## src/sv/max_heap_priority_queue_assert.svh

```systemverilog
// Assertion macros shared by the heap queue RTL.
// Both sample on clk and are off while rst_n is low.
`ifndef MAX_HEAP_PRIORITY_QUEUE_ASSERT_SVH
`define MAX_HEAP_PRIORITY_QUEUE_ASSERT_SVH

// Same-cycle implication
`define MHPQ_ASSERT_NOW(lbl, ante, cons, msg) \
  lbl: assert property (@(posedge clk) disable iff (!rst_n) (ante) |-> (cons)) \
    else $error(msg);

// Next-cycle implication
`define MHPQ_ASSERT_NEXT(lbl, ante, cons, msg) \
  lbl: assert property (@(posedge clk) disable iff (!rst_n) (ante) |=> (cons)) \
    else $error(msg);

`endif

```

## src/sv/mhpq_pkg.sv

```systemverilog
`timescale 1ns / 1ps

package mhpq_pkg;

  // Sizing
  localparam int CAPACITY = 1024;
  localparam int KEY_W    = 32;
  localparam int CNT_W    = 11;
  localparam int IDX_W    = $clog2(CAPACITY);
  // Slots 1.. are stored as sibling pairs: odd slot in one RAM, even in the other
  localparam int ROWS     = CAPACITY / 2;
  localparam int ROW_W    = (ROWS > 1) ? $clog2(ROWS) : 1;

  typedef logic signed [KEY_W-1:0] key_t;
  typedef logic [IDX_W-1:0]        idx_t;
  typedef logic [IDX_W+1:0]        wide_t;
  typedef logic [CNT_W-1:0]        cnt_t;
  typedef logic [ROW_W-1:0]        row_t;

  localparam cnt_t CAP_CNT = cnt_t'(CAPACITY);

  // Request codes
  localparam logic REQ_INSERT = 1'b0;
  localparam logic REQ_REMOVE = 1'b1;

  typedef enum logic [1:0] {
    ST_OK    = 2'd0,
    ST_FULL  = 2'd1,
    ST_EMPTY = 2'd2
  } status_t;

  typedef enum logic [2:0] {
    S_IDLE,
    S_UP,
    S_UP_CMP,
    S_LAST,
    S_DN,
    S_DN_CMP,
    S_DONE
  } state_t;

  // Requests from the controller to the two slot RAMs
  typedef struct packed {
    row_t rd_row;
    logic wr_en;
    logic wr_odd;
    row_t wr_row;
    key_t wr_data;
  } mem_cmd_t;

  // Sibling-pair row holding slot i (i >= 1)
  function automatic row_t row_of(input idx_t i);
    idx_t m;
    m = i - idx_t'(1);
    return row_t'(m >> 1);
  endfunction

endpackage

```

## src/sv/mhpq_ctrl.sv

```systemverilog
`timescale 1ns / 1ps

// Heap controller: root in a register, other slots in the pair RAMs.
// The moving key stays in key_r; each level writes the displaced key into the hole.
module mhpq_ctrl (
  input  logic                clk,
  input  logic                rst_n,
  input  logic                in_valid,
  output logic                in_ready,
  input  logic                in_req_type,
  input  mhpq_pkg::key_t      in_key_value,
  output logic                out_valid,
  input  logic                out_ready,
  output mhpq_pkg::key_t      out_removed_value,
  output mhpq_pkg::key_t      out_top_value,
  output mhpq_pkg::cnt_t      out_entry_count,
  output logic [1:0]          out_status,
  output mhpq_pkg::mem_cmd_t  mem_cmd,
  input  mhpq_pkg::key_t      rd_odd,
  input  mhpq_pkg::key_t      rd_even
);

  `include "max_heap_priority_queue_assert.svh"

  mhpq_pkg::state_t  state_r, state_nxt;
  mhpq_pkg::cnt_t    cnt_r, cnt_nxt;
  logic              out_valid_r, out_valid_nxt;

  mhpq_pkg::key_t    key_r, key_nxt;
  mhpq_pkg::idx_t    pos_r, pos_nxt;
  mhpq_pkg::idx_t    par_r, par_nxt;
  logic              odd_r, odd_nxt;
  logic              right_ok_r, right_ok_nxt;
  mhpq_pkg::key_t    top_r, top_nxt;
  mhpq_pkg::key_t    removed_r, removed_nxt;
  mhpq_pkg::status_t status_r, status_nxt;
  mhpq_pkg::key_t    out_removed_r, out_removed_nxt;
  mhpq_pkg::key_t    out_top_r, out_top_nxt;
  mhpq_pkg::cnt_t    out_cnt_r, out_cnt_nxt;
  mhpq_pkg::status_t out_status_r, out_status_nxt;

  // Scratch values of the next-state logic
  mhpq_pkg::idx_t    parent;
  mhpq_pkg::idx_t    last_idx;
  mhpq_pkg::wide_t   left_w;
  mhpq_pkg::wide_t   right_w;
  mhpq_pkg::wide_t   cnt_w;
  mhpq_pkg::key_t    rd_sel;
  mhpq_pkg::key_t    pval;
  mhpq_pkg::key_t    cval;
  logic              take_right;
  logic              wr_go;
  mhpq_pkg::idx_t    wr_idx;
  mhpq_pkg::key_t    wr_val;
  logic              out_load;

  // Control registers
  always_ff @(posedge clk) begin
    if (!rst_n) begin
      state_r     <= mhpq_pkg::S_IDLE;
      cnt_r       <= '0;
      out_valid_r <= 1'b0;
    end else begin
      state_r     <= state_nxt;
      cnt_r       <= cnt_nxt;
      out_valid_r <= out_valid_nxt;
    end
  end

  // Payload registers
  always_ff @(posedge clk) begin
    key_r         <= key_nxt;
    pos_r         <= pos_nxt;
    par_r         <= par_nxt;
    odd_r         <= odd_nxt;
    right_ok_r    <= right_ok_nxt;
    top_r         <= top_nxt;
    removed_r     <= removed_nxt;
    status_r      <= status_nxt;
    out_removed_r <= out_removed_nxt;
    out_top_r     <= out_top_nxt;
    out_cnt_r     <= out_cnt_nxt;
    out_status_r  <= out_status_nxt;
  end

  // Next state, memory requests and result
  always_comb begin
    state_nxt       = state_r;
    cnt_nxt         = cnt_r;
    out_valid_nxt   = out_valid_r;
    key_nxt         = key_r;
    pos_nxt         = pos_r;
    par_nxt         = par_r;
    odd_nxt         = odd_r;
    right_ok_nxt    = right_ok_r;
    top_nxt         = top_r;
    removed_nxt     = removed_r;
    status_nxt      = status_r;
    out_removed_nxt = out_removed_r;
    out_top_nxt     = out_top_r;
    out_cnt_nxt     = out_cnt_r;
    out_status_nxt  = out_status_r;
    mem_cmd         = '0;
    wr_go           = 1'b0;
    wr_idx          = pos_r;
    wr_val          = key_r;
    out_load        = 1'b0;

    parent     = (pos_r - mhpq_pkg::idx_t'(1)) >> 1;
    last_idx   = mhpq_pkg::idx_t'(cnt_r - mhpq_pkg::cnt_t'(1));
    left_w     = mhpq_pkg::wide_t'({pos_r, 1'b1});
    right_w    = left_w + mhpq_pkg::wide_t'(1);
    cnt_w      = mhpq_pkg::wide_t'(cnt_r);
    rd_sel     = odd_r ? rd_odd : rd_even;
    pval       = (par_r == '0) ? top_r : rd_sel;
    take_right = right_ok_r && (rd_even > rd_odd);
    cval       = take_right ? rd_even : rd_odd;

    // Result leaves when taken
    if (out_valid_r && out_ready) begin
      out_valid_nxt = 1'b0;
    end

    unique case (state_r)
      mhpq_pkg::S_IDLE: begin
        if (in_valid) begin
          removed_nxt = '0;
          status_nxt  = mhpq_pkg::ST_OK;
          if (in_req_type == mhpq_pkg::REQ_INSERT) begin
            if (cnt_r == mhpq_pkg::CAP_CNT) begin
              status_nxt = mhpq_pkg::ST_FULL;
              state_nxt  = mhpq_pkg::S_DONE;
            end else begin
              key_nxt   = in_key_value;
              pos_nxt   = mhpq_pkg::idx_t'(cnt_r);
              cnt_nxt   = cnt_r + mhpq_pkg::cnt_t'(1);
              state_nxt = mhpq_pkg::S_UP;
            end
          end else if (cnt_r == '0) begin
            status_nxt = mhpq_pkg::ST_EMPTY;
            state_nxt  = mhpq_pkg::S_DONE;
          end else begin
            removed_nxt = top_r;
            cnt_nxt     = cnt_r - mhpq_pkg::cnt_t'(1);
            if (cnt_r == mhpq_pkg::cnt_t'(1)) begin
              state_nxt = mhpq_pkg::S_DONE;
            end else begin
              // fetch the last key, it becomes the moving key
              mem_cmd.rd_row = mhpq_pkg::row_of(last_idx);
              odd_nxt        = last_idx[0];
              state_nxt      = mhpq_pkg::S_LAST;
            end
          end
        end
      end

      mhpq_pkg::S_UP: begin
        if (pos_r == '0) begin
          wr_go     = 1'b1;
          state_nxt = mhpq_pkg::S_DONE;
        end else begin
          mem_cmd.rd_row = mhpq_pkg::row_of(parent);
          odd_nxt        = parent[0];
          par_nxt        = parent;
          state_nxt      = mhpq_pkg::S_UP_CMP;
        end
      end

      mhpq_pkg::S_UP_CMP: begin
        wr_go = 1'b1;
        if (pval < key_r) begin
          // parent drops into the hole, hole moves up
          wr_val    = pval;
          pos_nxt   = par_r;
          state_nxt = mhpq_pkg::S_UP;
        end else begin
          state_nxt = mhpq_pkg::S_DONE;
        end
      end

      mhpq_pkg::S_LAST: begin
        key_nxt   = rd_sel;
        pos_nxt   = '0;
        state_nxt = mhpq_pkg::S_DN;
      end

      mhpq_pkg::S_DN: begin
        if (left_w >= cnt_w) begin
          wr_go     = 1'b1;
          state_nxt = mhpq_pkg::S_DONE;
        end else begin
          // children of slot p share row p
          mem_cmd.rd_row = mhpq_pkg::row_t'(pos_r);
          right_ok_nxt   = right_w < cnt_w;
          state_nxt      = mhpq_pkg::S_DN_CMP;
        end
      end

      mhpq_pkg::S_DN_CMP: begin
        wr_go = 1'b1;
        if (cval > key_r) begin
          // larger child rises into the hole, left wins ties
          wr_val    = cval;
          pos_nxt   = mhpq_pkg::idx_t'(left_w + mhpq_pkg::wide_t'(take_right));
          state_nxt = mhpq_pkg::S_DN;
        end else begin
          state_nxt = mhpq_pkg::S_DONE;
        end
      end

      mhpq_pkg::S_DONE: begin
        if (!out_valid_r || out_ready) begin
          out_load        = 1'b1;
          out_valid_nxt   = 1'b1;
          out_removed_nxt = removed_r;
          out_top_nxt     = (cnt_r != '0) ? top_r : '0;
          out_cnt_nxt     = cnt_r;
          out_status_nxt  = status_r;
          state_nxt       = mhpq_pkg::S_IDLE;
        end
      end

      default: begin
        state_nxt = mhpq_pkg::S_IDLE;
      end
    endcase

    // Slot write: root goes to its register, the rest to the pair RAMs
    if (wr_go) begin
      if (wr_idx == '0) begin
        top_nxt = wr_val;
      end else begin
        mem_cmd.wr_en   = 1'b1;
        mem_cmd.wr_odd  = wr_idx[0];
        mem_cmd.wr_row  = mhpq_pkg::row_of(wr_idx);
        mem_cmd.wr_data = wr_val;
      end
    end
  end

  assign in_ready          = (state_r == mhpq_pkg::S_IDLE);
  assign out_valid         = out_valid_r;
  assign out_removed_value = out_removed_r;
  assign out_top_value     = out_top_r;
  assign out_entry_count   = out_cnt_r;
  assign out_status        = out_status_r;

  `MHPQ_ASSERT_NEXT(a_busy_after_accept, in_valid && in_ready, state_r != mhpq_pkg::S_IDLE,
    "accepted item did not start work")
  `MHPQ_ASSERT_NOW(a_full_count, out_load && status_r == mhpq_pkg::ST_FULL,
    cnt_r == mhpq_pkg::CAP_CNT, "full status without a full heap")
  `MHPQ_ASSERT_NOW(a_empty_count, out_load && status_r == mhpq_pkg::ST_EMPTY,
    cnt_r == '0 && removed_r == '0, "empty status with keys held")
  `MHPQ_ASSERT_NOW(a_write_state, mem_cmd.wr_en,
    state_r == mhpq_pkg::S_UP_CMP || state_r == mhpq_pkg::S_DN_CMP ||
    state_r == mhpq_pkg::S_DN, "slot RAM written outside a sift step")

endmodule

```

## config.mk

```make
export PLATFORM = sky130hd
export DESIGN_NAME = mhpq_ctrl
export DESIGN_NICKNAME = d
export VERILOG_FILES = /design/src/sv/mhpq_pkg.sv /design/src/sv/mhpq_ctrl.sv
export VERILOG_INCLUDE_DIRS = /design/src /design/src/sv
export SDC_FILE = /design/constraint.sdc
export NUM_CORES = 1
export LEC_CHECK = 0
export BUFFER_PORTS_ARGS = -buffer_cell sky130_fd_sc_hd__buf_2
export CAP_MARGIN = 20
export CORE_MARGIN = 5
export CORE_UTILIZATION = 45
export DETAILED_ROUTE_END_ITERATION = 7
export GPL_ROUTABILITY_DRIVEN = 0
export MAX_ROUTING_LAYER = met4
export PLACE_DENSITY = 0.66
export SLEW_MARGIN = 20
export SYNTH_ARGS = -nofsm -noshare
export SYNTH_HDL_FRONTEND = slang
export SYNTH_SLANG_ARGS = --single-unit
```

## constraint.sdc

```tcl
create_clock -name clk -period 12.5 [get_ports clk]
set_clock_uncertainty 0.2 [all_clocks]
set_input_delay 2.5 -clock clk [delete_from_list [all_inputs] [get_ports clk]]
set_output_delay 2.5 -clock clk [all_outputs]
set_load 0.03 [all_outputs]
```

==> results_dict.tcl, run 1 <==
set metrics [dict create \
    status "finished, final reports clean" \
    crit_path_start_kind "primary input" \
    cp_slowest_cell "or2_2" \
    route.detailed.drc 0 \
    cts_max_level 1 \
    num_io_pins 232 \
    synth_edf_count 196 \
    p_total_mw 3.71 \
    post-route-min-period_ns 11.48 \
    required_ns 9.80 \
    cpLargestDelayFamily "simple AND/OR/NAND/NOR gates" \
    worst_hold_path_type "reg -> reg" \
    nFillCells 2986 \
    finalNonFillerCells 2234 \
    hold_viol 0 \
    viasPerCell 5.75 \
    dp_cells 2181 \
    hpwl_um 33200 \
    grt_max_degree 78 \
    die_h_um 190 \
    synth_cell_types 59 \
    root_buffer "clkbuf_16" \
    pre_cts_ws_ns 1.18 \
    place_area_mm2 0.0161 \
    grtUsageTotal 0.243 \
    relSlewSlack 0.309 \
    ys_async_sr_fraction 0 \
    arrival_ns 8.78 \
    antenna_found_initial 9 \
    ys_ff_latch 211 \
    clock.fmax_mhz 87.1 \
    drt-wirelength-per-cell_um 20.1 \
    cts.hold.buffers_added 0 \
    setup_tns_ns 0 \
    nNetsFinal 1994 \
    cts.reportedPaths.clkPinSlew_ns 0.05 \
    layout_common_cells "buf_2, edfxtp_1, inv_1" \
    fp.coreArea_mm2 0.0323 \
    initial_core_util 0.453 \
    dr.pass1.iters 6 \
    ys_warn_count 0 \
    setup-violations-final 0 \
    syn_nets 1818 \
    num_vias 12800 \
    cts_resized 0 \
    ys_seq_area_frac 0.423 \
    synth_area_mm2 0.0146 \
    fp.dieArea_mm2 0.0362 \
    layout_commonest_cell "buf_2" \
    die_x_um 190 \
    area_delta_synth_final_pct 15.6 \
    critical_path_class "in -> out" \
    peakVddDrop_mv 0.114 \
    worstPathCellList "buf_2 -> inv_1 -> ha_1 -> nand4_1 -> nor3_1 -> nand2_1 -> or3_1 -> and4_1 -> o21ai_1 -> clkinv_2 -> buf_4 -> nand2_1 -> o21ai_0 -> ha_1 -> nand4_1 -> or4_1 -> nor3_1 -> a21oi_1 -> o21ai_4 -> or2_2 -> nand3_1 -> a31oi_1 -> buf_2" \
    fin_ws_ns 1.02 \
    clk_path_buf_depth 3 \
    ys.flop_type "edfxtp_1" \
    synthCells 1590 \
    fin_crit_sh 0.919 \
    wl_um 44900 \
    crit_buf_inv 5 \
    drt_iter0_drc 1225 \
    grt_pass1_wl_um 68000 \
    cp-end-kind "output port" \
    rsz0062_at_grt "no" \
    postCtsSetupBuffers 0 \
    gr-total-overflow 0 \
    antenna_left 0 \
    tightest_slew_ns 1.04 \
    drive_above_1_share 0.170 \
    numCtsBuffers 24 \
    grt_pass1_vias 12100 \
    power.density_mw_per_mm2 220 \
    crit_path_max_incr_delay_ns 0.67 \
    drv_cap 0 \
    cp_max_fo 37 \
    cts.sinks 211 \
    cts_tree "built" \
    p_leak_nw 7.41 \
    clkLatencyLatePin_ns 0.52 \
    num_rows 66 \
    slew_violations 0 \
    final_area_mm2 0.0169 \
    port_buffers 231 \
    avgSynthCellArea_um2 9.20 \
]
[power breakdown]
| group | switching [mW] | leakage (nW) | internal [mW] |
|---|---|---|---|
| clock | 0.288 | 0.362 | 0.385 |
| sequential | 0.146 | 1.94 | 1.02 |
| combinational | 1.21 | 5.11 | 0.666 |
[synthesized netlist by cell type, types with 42 or more instances]
cell type / number / share of area
a21oi_1: 43 / 0.015
a31oi_1: 42 / 0.018
and2_1: 44 / 0.019
clkbuf_1: 81 / 0.021
edfxtp_1: 196 / 0.40
ha_1: 127 / 0.11
inv_1: 159 / 0.041
mux2i_1: 67 / 0.046
nand2_1: 155 / 0.040
nand3_1: 94 / 0.032
nor3_1: 84 / 0.029
o21ai_0: 126 / 0.043
[per-layer routing]
layer	up-vias	routed length (um)	global-route usage
li1	6098	-	-
met1	6047	19900	0.344
met2	610	19300	0.348
met3	86	4240	0.0520
met4	0	1460	0.0823
met5	-	0	-
[registers in the layout, summed over array words and instances (netlist names)]
signal             cells
key_r                 32
out_removed_value     32
out_top_value         32
removed_r             32
top_r                 32
cnt_r                 11
out_entry_count       11
pos_r                 10
par_r                  9
state_r                3
out_status             2
status_r               2
odd_r                  1
out_valid              1
right_ok_r             1
[path summary, 6_finish.rpt]
path                 startpoint                     to  slack (ns)  depth (start not counted)
hold / removal    removed_r[22]  out_removed_value[22]        0.22                          0
setup / recovery     rd_odd[31]            mem_cmd[25]        1.02                         23
setup reg to reg       par_r[2]               pos_r[6]        6.74                         13
hold reg to reg   removed_r[22]  out_removed_value[22]        0.22                          0
[stage by stage]
step	hold WS, ns	utilization
final	0.217	0.524
after global routing	0.221	0.524
after CTS	0.218	0.522
after detailed placement	0.205	0.499
after global placement	0.202	0.499
after floorplan	0.200	-
[logic make-up after synthesis]
group,Yosys count,share of synthesized area
muxes,67,0.0458
adders and majority gates,127,0.109
xor gates and xnor gates,49,0.0293
buffers and inverters,258,0.0681
AOI/OAI and AO/OA,322,0.134
and+or+nand+nor,556,0.191
DFF,211,0.423
[final cells by class]
class / instances / area [um2] / share of cell area
inverters: 161 / 606 / 0.0358
clock inverters: 14 / 100 / 0.00592
repair buffers: 247 / 1290 / 0.0762
flip-flops and latches: 211 / 6190 / 0.366
clock buffers: 29 / 641 / 0.0379
diodes: 9 / 22.5 / 0.00133
multi-input cells: 1121 / 7520 / 0.445
well taps: 442 / 553 / 0.0327
No activity file was read; power rests on OpenSTA's default activity.
==> run 2, diff against run 1 <==
--- a/config.mk
+++ b/config.mk
@@ -13,7 +13,7 @@
 export DETAILED_ROUTE_END_ITERATION = 7
 export GPL_ROUTABILITY_DRIVEN = 0
 export MAX_ROUTING_LAYER = met4
-export PLACE_DENSITY = 0.66
+export PLACE_DENSITY_LB_ADDON = 0.15
 export SLEW_MARGIN = 20
 export SYNTH_ARGS = -nofsm -noshare
 export SYNTH_HDL_FRONTEND = slang
==> run 2 against run 1 <==
Global-route usage rose by 0.32 points. Clock power grew 11%. Flip-flop and latch count stayed put. First-iteration DRC count fell by 18%. Register-to-register slack improved by 0.10 ns. Cell count is 0.13% higher. Non-clock buffer count increased by 2. Via count decreased by 1.7%.
==> results_dict.tcl, run 2 (synthesis gave the netlist of run 1 again) <==
set metrics [dict create \
    nNetsFinal 1997 \
    cp-end-kind "output port" \
    wl_um 45000 \
    num_vias 12600 \
    worstPathCellList "buf_2 -> inv_1 -> ha_1 -> nand4_1 -> or4_1 -> a21o_1 -> a21o_1 -> and4_1 -> o21ai_1 -> clkinv_2 -> buf_12 -> buf_4 -> nand2_1 -> o21ai_1 -> ha_1 -> nand4_1 -> or4_1 -> nor3_1 -> a21oi_1 -> o21ai_4 -> or2_2 -> nand3_1 -> a31oi_1 -> buf_2" \
    peakVddDrop_mv 0.134 \
    cts_resized 0 \
    cts.reportedPaths.clkPinSlew_ns 0.06 \
    cts_tree "built" \
    antenna_left 0 \
    layout_common_cells "buf_2, edfxtp_1, inv_1" \
    critical_path_class "in -> out" \
    whs_endpoint "out_removed_value[4]" \
    area_delta_synth_final_pct 16.4 \
    grt_pass1_vias 11900 \
    die_x_um 190 \
    grt_pass1_wl_um 68200 \
    cp_slowest_cell "or2_2" \
    port_buffers 231 \
    r2r_cells 14 \
    worst_hold_path_type "reg -> reg" \
    crit_path_start_kind "primary input" \
    dr.pass1.iters 5 \
    p_leak_nw 7.45 \
    numCtsBuffers 25 \
    num_io_pins 232 \
    reg2reg_slack_ns 6.84 \
    hold_depth 0 \
    r2r-start "par_r[2]" \
    arrival_ns 8.96 \
    nFillCells 3023 \
    fin_crit_sh 0.933 \
    drive_above_1_share 0.171 \
    num_rows 66 \
    initial_core_util 0.453 \
    setup_tns_ns 0 \
    reg2reg_to "pos_r[3]" \
    rsz0062_at_grt "no" \
    grt_max_degree 78 \
    clock.fmax_mhz 85.8 \
    power.density_mw_per_mm2 223 \
    fp.coreArea_mm2 0.0323 \
    hold_viol 0 \
    gr-total-overflow 0 \
    hp-start "removed_r[4]" \
    required_ns 9.80 \
    root_buffer "clkbuf_16" \
    postCtsSetupBuffers 0 \
    drt-wirelength-per-cell_um 20.1 \
    viasPerCell 5.64 \
    layout_commonest_cell "buf_2" \
    relSlewSlack 0.319 \
    crit_path_max_incr_delay_ns 0.78 \
    cts_max_level 1 \
    clkLatencyLatePin_ns 0.52 \
    fp.dieArea_mm2 0.0362 \
    cp_max_fo 61 \
    clk_path_buf_depth 3 \
    status "finished, final reports clean" \
    slew_violations 0 \
    drt_iter0_drc 1010 \
    holdWs_ns 0.216 \
    drv_cap 0 \
    hpwl_um 33500 \
    antenna_found_initial 5 \
    die_h_um 190 \
    cts.hold.buffers_added 0 \
    tightest_slew_ns 1.02 \
    post-route-min-period_ns 11.66 \
    setup-violations-final 0 \
    critPathLaunch "rd_odd[11]" \
    cts.sinks 211 \
    route.detailed.drc 0 \
    grtUsageTotal 0.246 \
]
==> run 2: cell types whose count changed in the layout (fill, tap and decap cells not counted) <==
cell / previous run / this run
buf_4: 15 / 16
o31a_2: 0 / 1
diode_2: 9 / 8
clkinv_4: 0 / 1
o31a_4: 1 / 0
buf_16: 0 / 1
clkinv_1: 3 / 6
bufinv_16: 1 / 4
inv_8: 0 / 1
clkbuf_1: 4 / 2
inv_6: 0 / 1
clkinv_2: 9 / 4
==> run 2: layer usage <==
layer | routed length [um] | up-vias | global-route usage
met5 | 0 | - | -
met4 | 1470 | 0 | 0.0793
met3 | 4400 | 98 | 0.0489
met2 | 18900 | 555 | 0.348
met1 | 20200 | 5874 | 0.357
li1 | - | 6097 | -
==> run 2: power breakdown <==
part | internal (mW) | switching (mW) | leakage (nW)
sequential | 1.02 | 0.139 | 1.94
combinational | 0.674 | 1.22 | 5.11
clock | 0.450 | 0.296 | 0.402
total | 2.15 | 1.65 | 7.45
==> run 2: critical path: cells and delay by family <==
kind / cells / cell delay, ns
AND/OR/NAND/NOR: 9 / 2.99
AO/OA/AOI/OAI: 7 / 1.42
buffers and inverters: 6 / 1.39
adder cells (fa/ha/maj): 2 / 0.63
==> run 2: through the flow <==
step                      setup slack, ns  power (mW)   util  instances  area [um2]
after global routing                0.537        4.05  0.527       2234       17000
after global placement               1.16        2.99  0.500       2183       16200
after CTS                           0.901        3.77  0.526       2228       17000
after detailed placement            0.934        3.01  0.500       2183       16200
final                               0.843        3.80  0.528       2237       17000
after floorplan                      2.27        2.48      -       1590       14600
==> run 2: worst max-delay path by stage <==
stage               slack (ns)           to
finish                    0.84  mem_cmd[27]
global route              0.54  mem_cmd[27]
CTS                       0.90   mem_cmd[1]
detailed placement        0.93   mem_cmd[1]
global placement          1.16   mem_cmd[0]
floorplan                 2.27  mem_cmd[10]
==> run 2: final cells by class <==
type                    count  area (um2)  area share
multi-input cells        1121        7510       0.441
clock buffers              27         633      0.0372
repair buffers            249        1320      0.0777
diodes                      8        20.0     0.00117
flip-flops and latches    211        6190       0.363
clock inverters            18         205      0.0120
inverters                 161         606      0.0355
well taps                 442         553      0.0325
==> run 3, diff against run 2 <==
==> constraint.sdc (replaced) <==
create_clock -name clk -period 11.5 [get_ports clk]
set_clock_uncertainty 0.2 [all_clocks]
set_input_delay 2.3 -clock clk [delete_from_list [all_inputs] [get_ports clk]]
set_output_delay 2.3 -clock clk [all_outputs]
set_load 0.03 [all_outputs]
==> run 3 against run 2 <==
Cell count fell by 0.13%. Sequential power is 9% higher. Flip-flop and latch count is the same. Global-route usage grew 0.33 points. Via count is 1.1% higher. Non-clock buffer count increased by 1. Sequential share of layout area is 0.13 points higher. Core utilization fell by 0.19 points. Largest cell class unchanged. Largest power group unchanged. Highest routed layer unchanged.
==> results_dict.tcl, run 3 (synthesis gave the netlist of run 1 again) <==
set metrics [dict create \
    layout_commonest_cell "buf_2" \
    crit_path_start_kind "primary input" \
    grtUsageTotal 0.250 \
    hpwl_um 33500 \
    root_buffer "clkbuf_16" \
    viasPerCell 5.71 \
    setup-violations-final 0 \
    postCtsSetupBuffers 0 \
    tightest_slew_ns 1.06 \
    cp-end-kind "output port" \
    post-route-min-period_ns 10.80 \
    drive_above_1_share 0.170 \
    numCtsBuffers 24 \
    fp.dieArea_mm2 0.0362 \
    critical_path_class "in -> out" \
    rsz0062_at_grt "no" \
    p_leak_nw 7.42 \
    wl_met1_um 20600 \
    pre_cts_ws_ns 0.733 \
    status "finished, final reports clean" \
    fp.coreArea_mm2 0.0323 \
    peakVddDrop_mv 0.129 \
    area_delta_synth_final_pct 16.0 \
    place_area_mm2 0.0162 \
    cts_resized 0 \
    num_vias 12800 \
    cts_tree "built" \
    antenna_found_initial 6 \
    final_area_mm2 0.0170 \
    antenna_left 0 \
    nNetsFinal 1997 \
    route.detailed.drc 0 \
    num_io_pins 232 \
    relSlewSlack 0.292 \
    port_buffers 231 \
    die_x_um 190 \
    cts_max_level 1 \
    p_total_mw 4.08 \
    slew_violations 0 \
    highest_layer "met4" \
    wl_um 45500 \
    die_h_um 190 \
    worst_hold_path_type "reg -> reg" \
    clk_path_buf_depth 3 \
    fin_crit_sh 0.939 \
    wl_met3_um 4130 \
    required_ns 9.00 \
    power.density_mw_per_mm2 241 \
    drv_cap 0 \
    gr-total-overflow 0 \
    cp_max_fo 65 \
    grt_pass1_vias 12300 \
    drt_iter0_drc 1300 \
    num_rows 66 \
    setup_tns_ns 0 \
    fin_ws_ns 0.699 \
    initial_core_util 0.453 \
    cts.reportedPaths.clkPinSlew_ns 0.06 \
    grt_max_degree 78 \
    dr_wl_met2_um 19300 \
    arrival_ns 8.30 \
    clkLatencyLatePin_ns 0.54 \
    cts.hold.buffers_added 0 \
    hold_viol 0 \
    grt_pass1_wl_um 69600 \
    dr.pass1.iters 8 \
    drt-wirelength-per-cell_um 20.3 \
    layout_common_cells "buf_2, edfxtp_1, inv_1" \
    cts.sinks 211 \
    clock.fmax_mhz 92.6 \
]
-- run 3: critical path, stage by stage --
cell	delay, ns
buf_2	0.09
inv_1	0.07
ha_1	0.30
nand4_1	0.12
nor3_1	0.26
nand2_1	0.18
or3_1	0.44
and4_1	0.27
o21ai_1	0.25
clkinv_2	0.49
buf_12	0.38
nand2_1	0.10
o21ai_0	0.11
ha_1	0.32
nand4_1	0.12
or4_1	0.60
nor3_1	0.27
a21oi_1	0.11
o21ai_4	0.07
buf_4	0.56
nor3_1	0.09
mux2i_1	0.32
a31oi_1	0.20
buf_2	0.23
-- run 3: final cells by class --
cell class	count	area, um2
diodes	7	17.5
clock buffers	26	629
clock inverters	16	144
fillers	2975	15300
inverters	161	606
multi-input cells	1121	7510
flip-flops and latches	211	6190
well taps	442	553
repair buffers	250	1330
-- run 3: path summary, 6_finish.rpt --
| kind | startpoint | to | slack (ns) | depth (start not counted) |
|---|---|---|---|---|
| worst min-delay path | removed_r[5] | out_removed_value[5] | 0.21 | 0 |
| worst min register to register | removed_r[5] | out_removed_value[5] | 0.21 | 0 |
| worst max register to register | par_r[2] | pos_r[1] | 5.86 | 14 |
| worst max-delay path | rd_odd[31] | mem_cmd[6] | 0.70 | 24 |
-- run 3: routing by layer --
metal / up-vias / GRT usage
met4: 0 / 0.0823
li1: 6094 / -
met1: 6004 / 0.356
met2: 580 / 0.361
met5: - / -
met3: 87 / 0.0449
-- run 3: metrics by stage --
stage                util  cells  hold WS (ns)
floorplan               -   1590         0.200
global placement    0.501   2184         0.201
detailed placement  0.501   2184         0.205
CTS                 0.524   2226         0.216
global route        0.526   2232         0.225
finish              0.526   2234         0.214
-- run 3: where the power goes --
| group | internal [mW] | total [mW] | switching, mW | leakage [nW] |
|---|---|---|---|---|
| registers | 1.11 | 1.27 | 0.158 | 1.94 |
| logic | 0.732 | 2.05 | 1.32 | 5.12 |
| clock network | 0.440 | 0.768 | 0.329 | 0.364 |
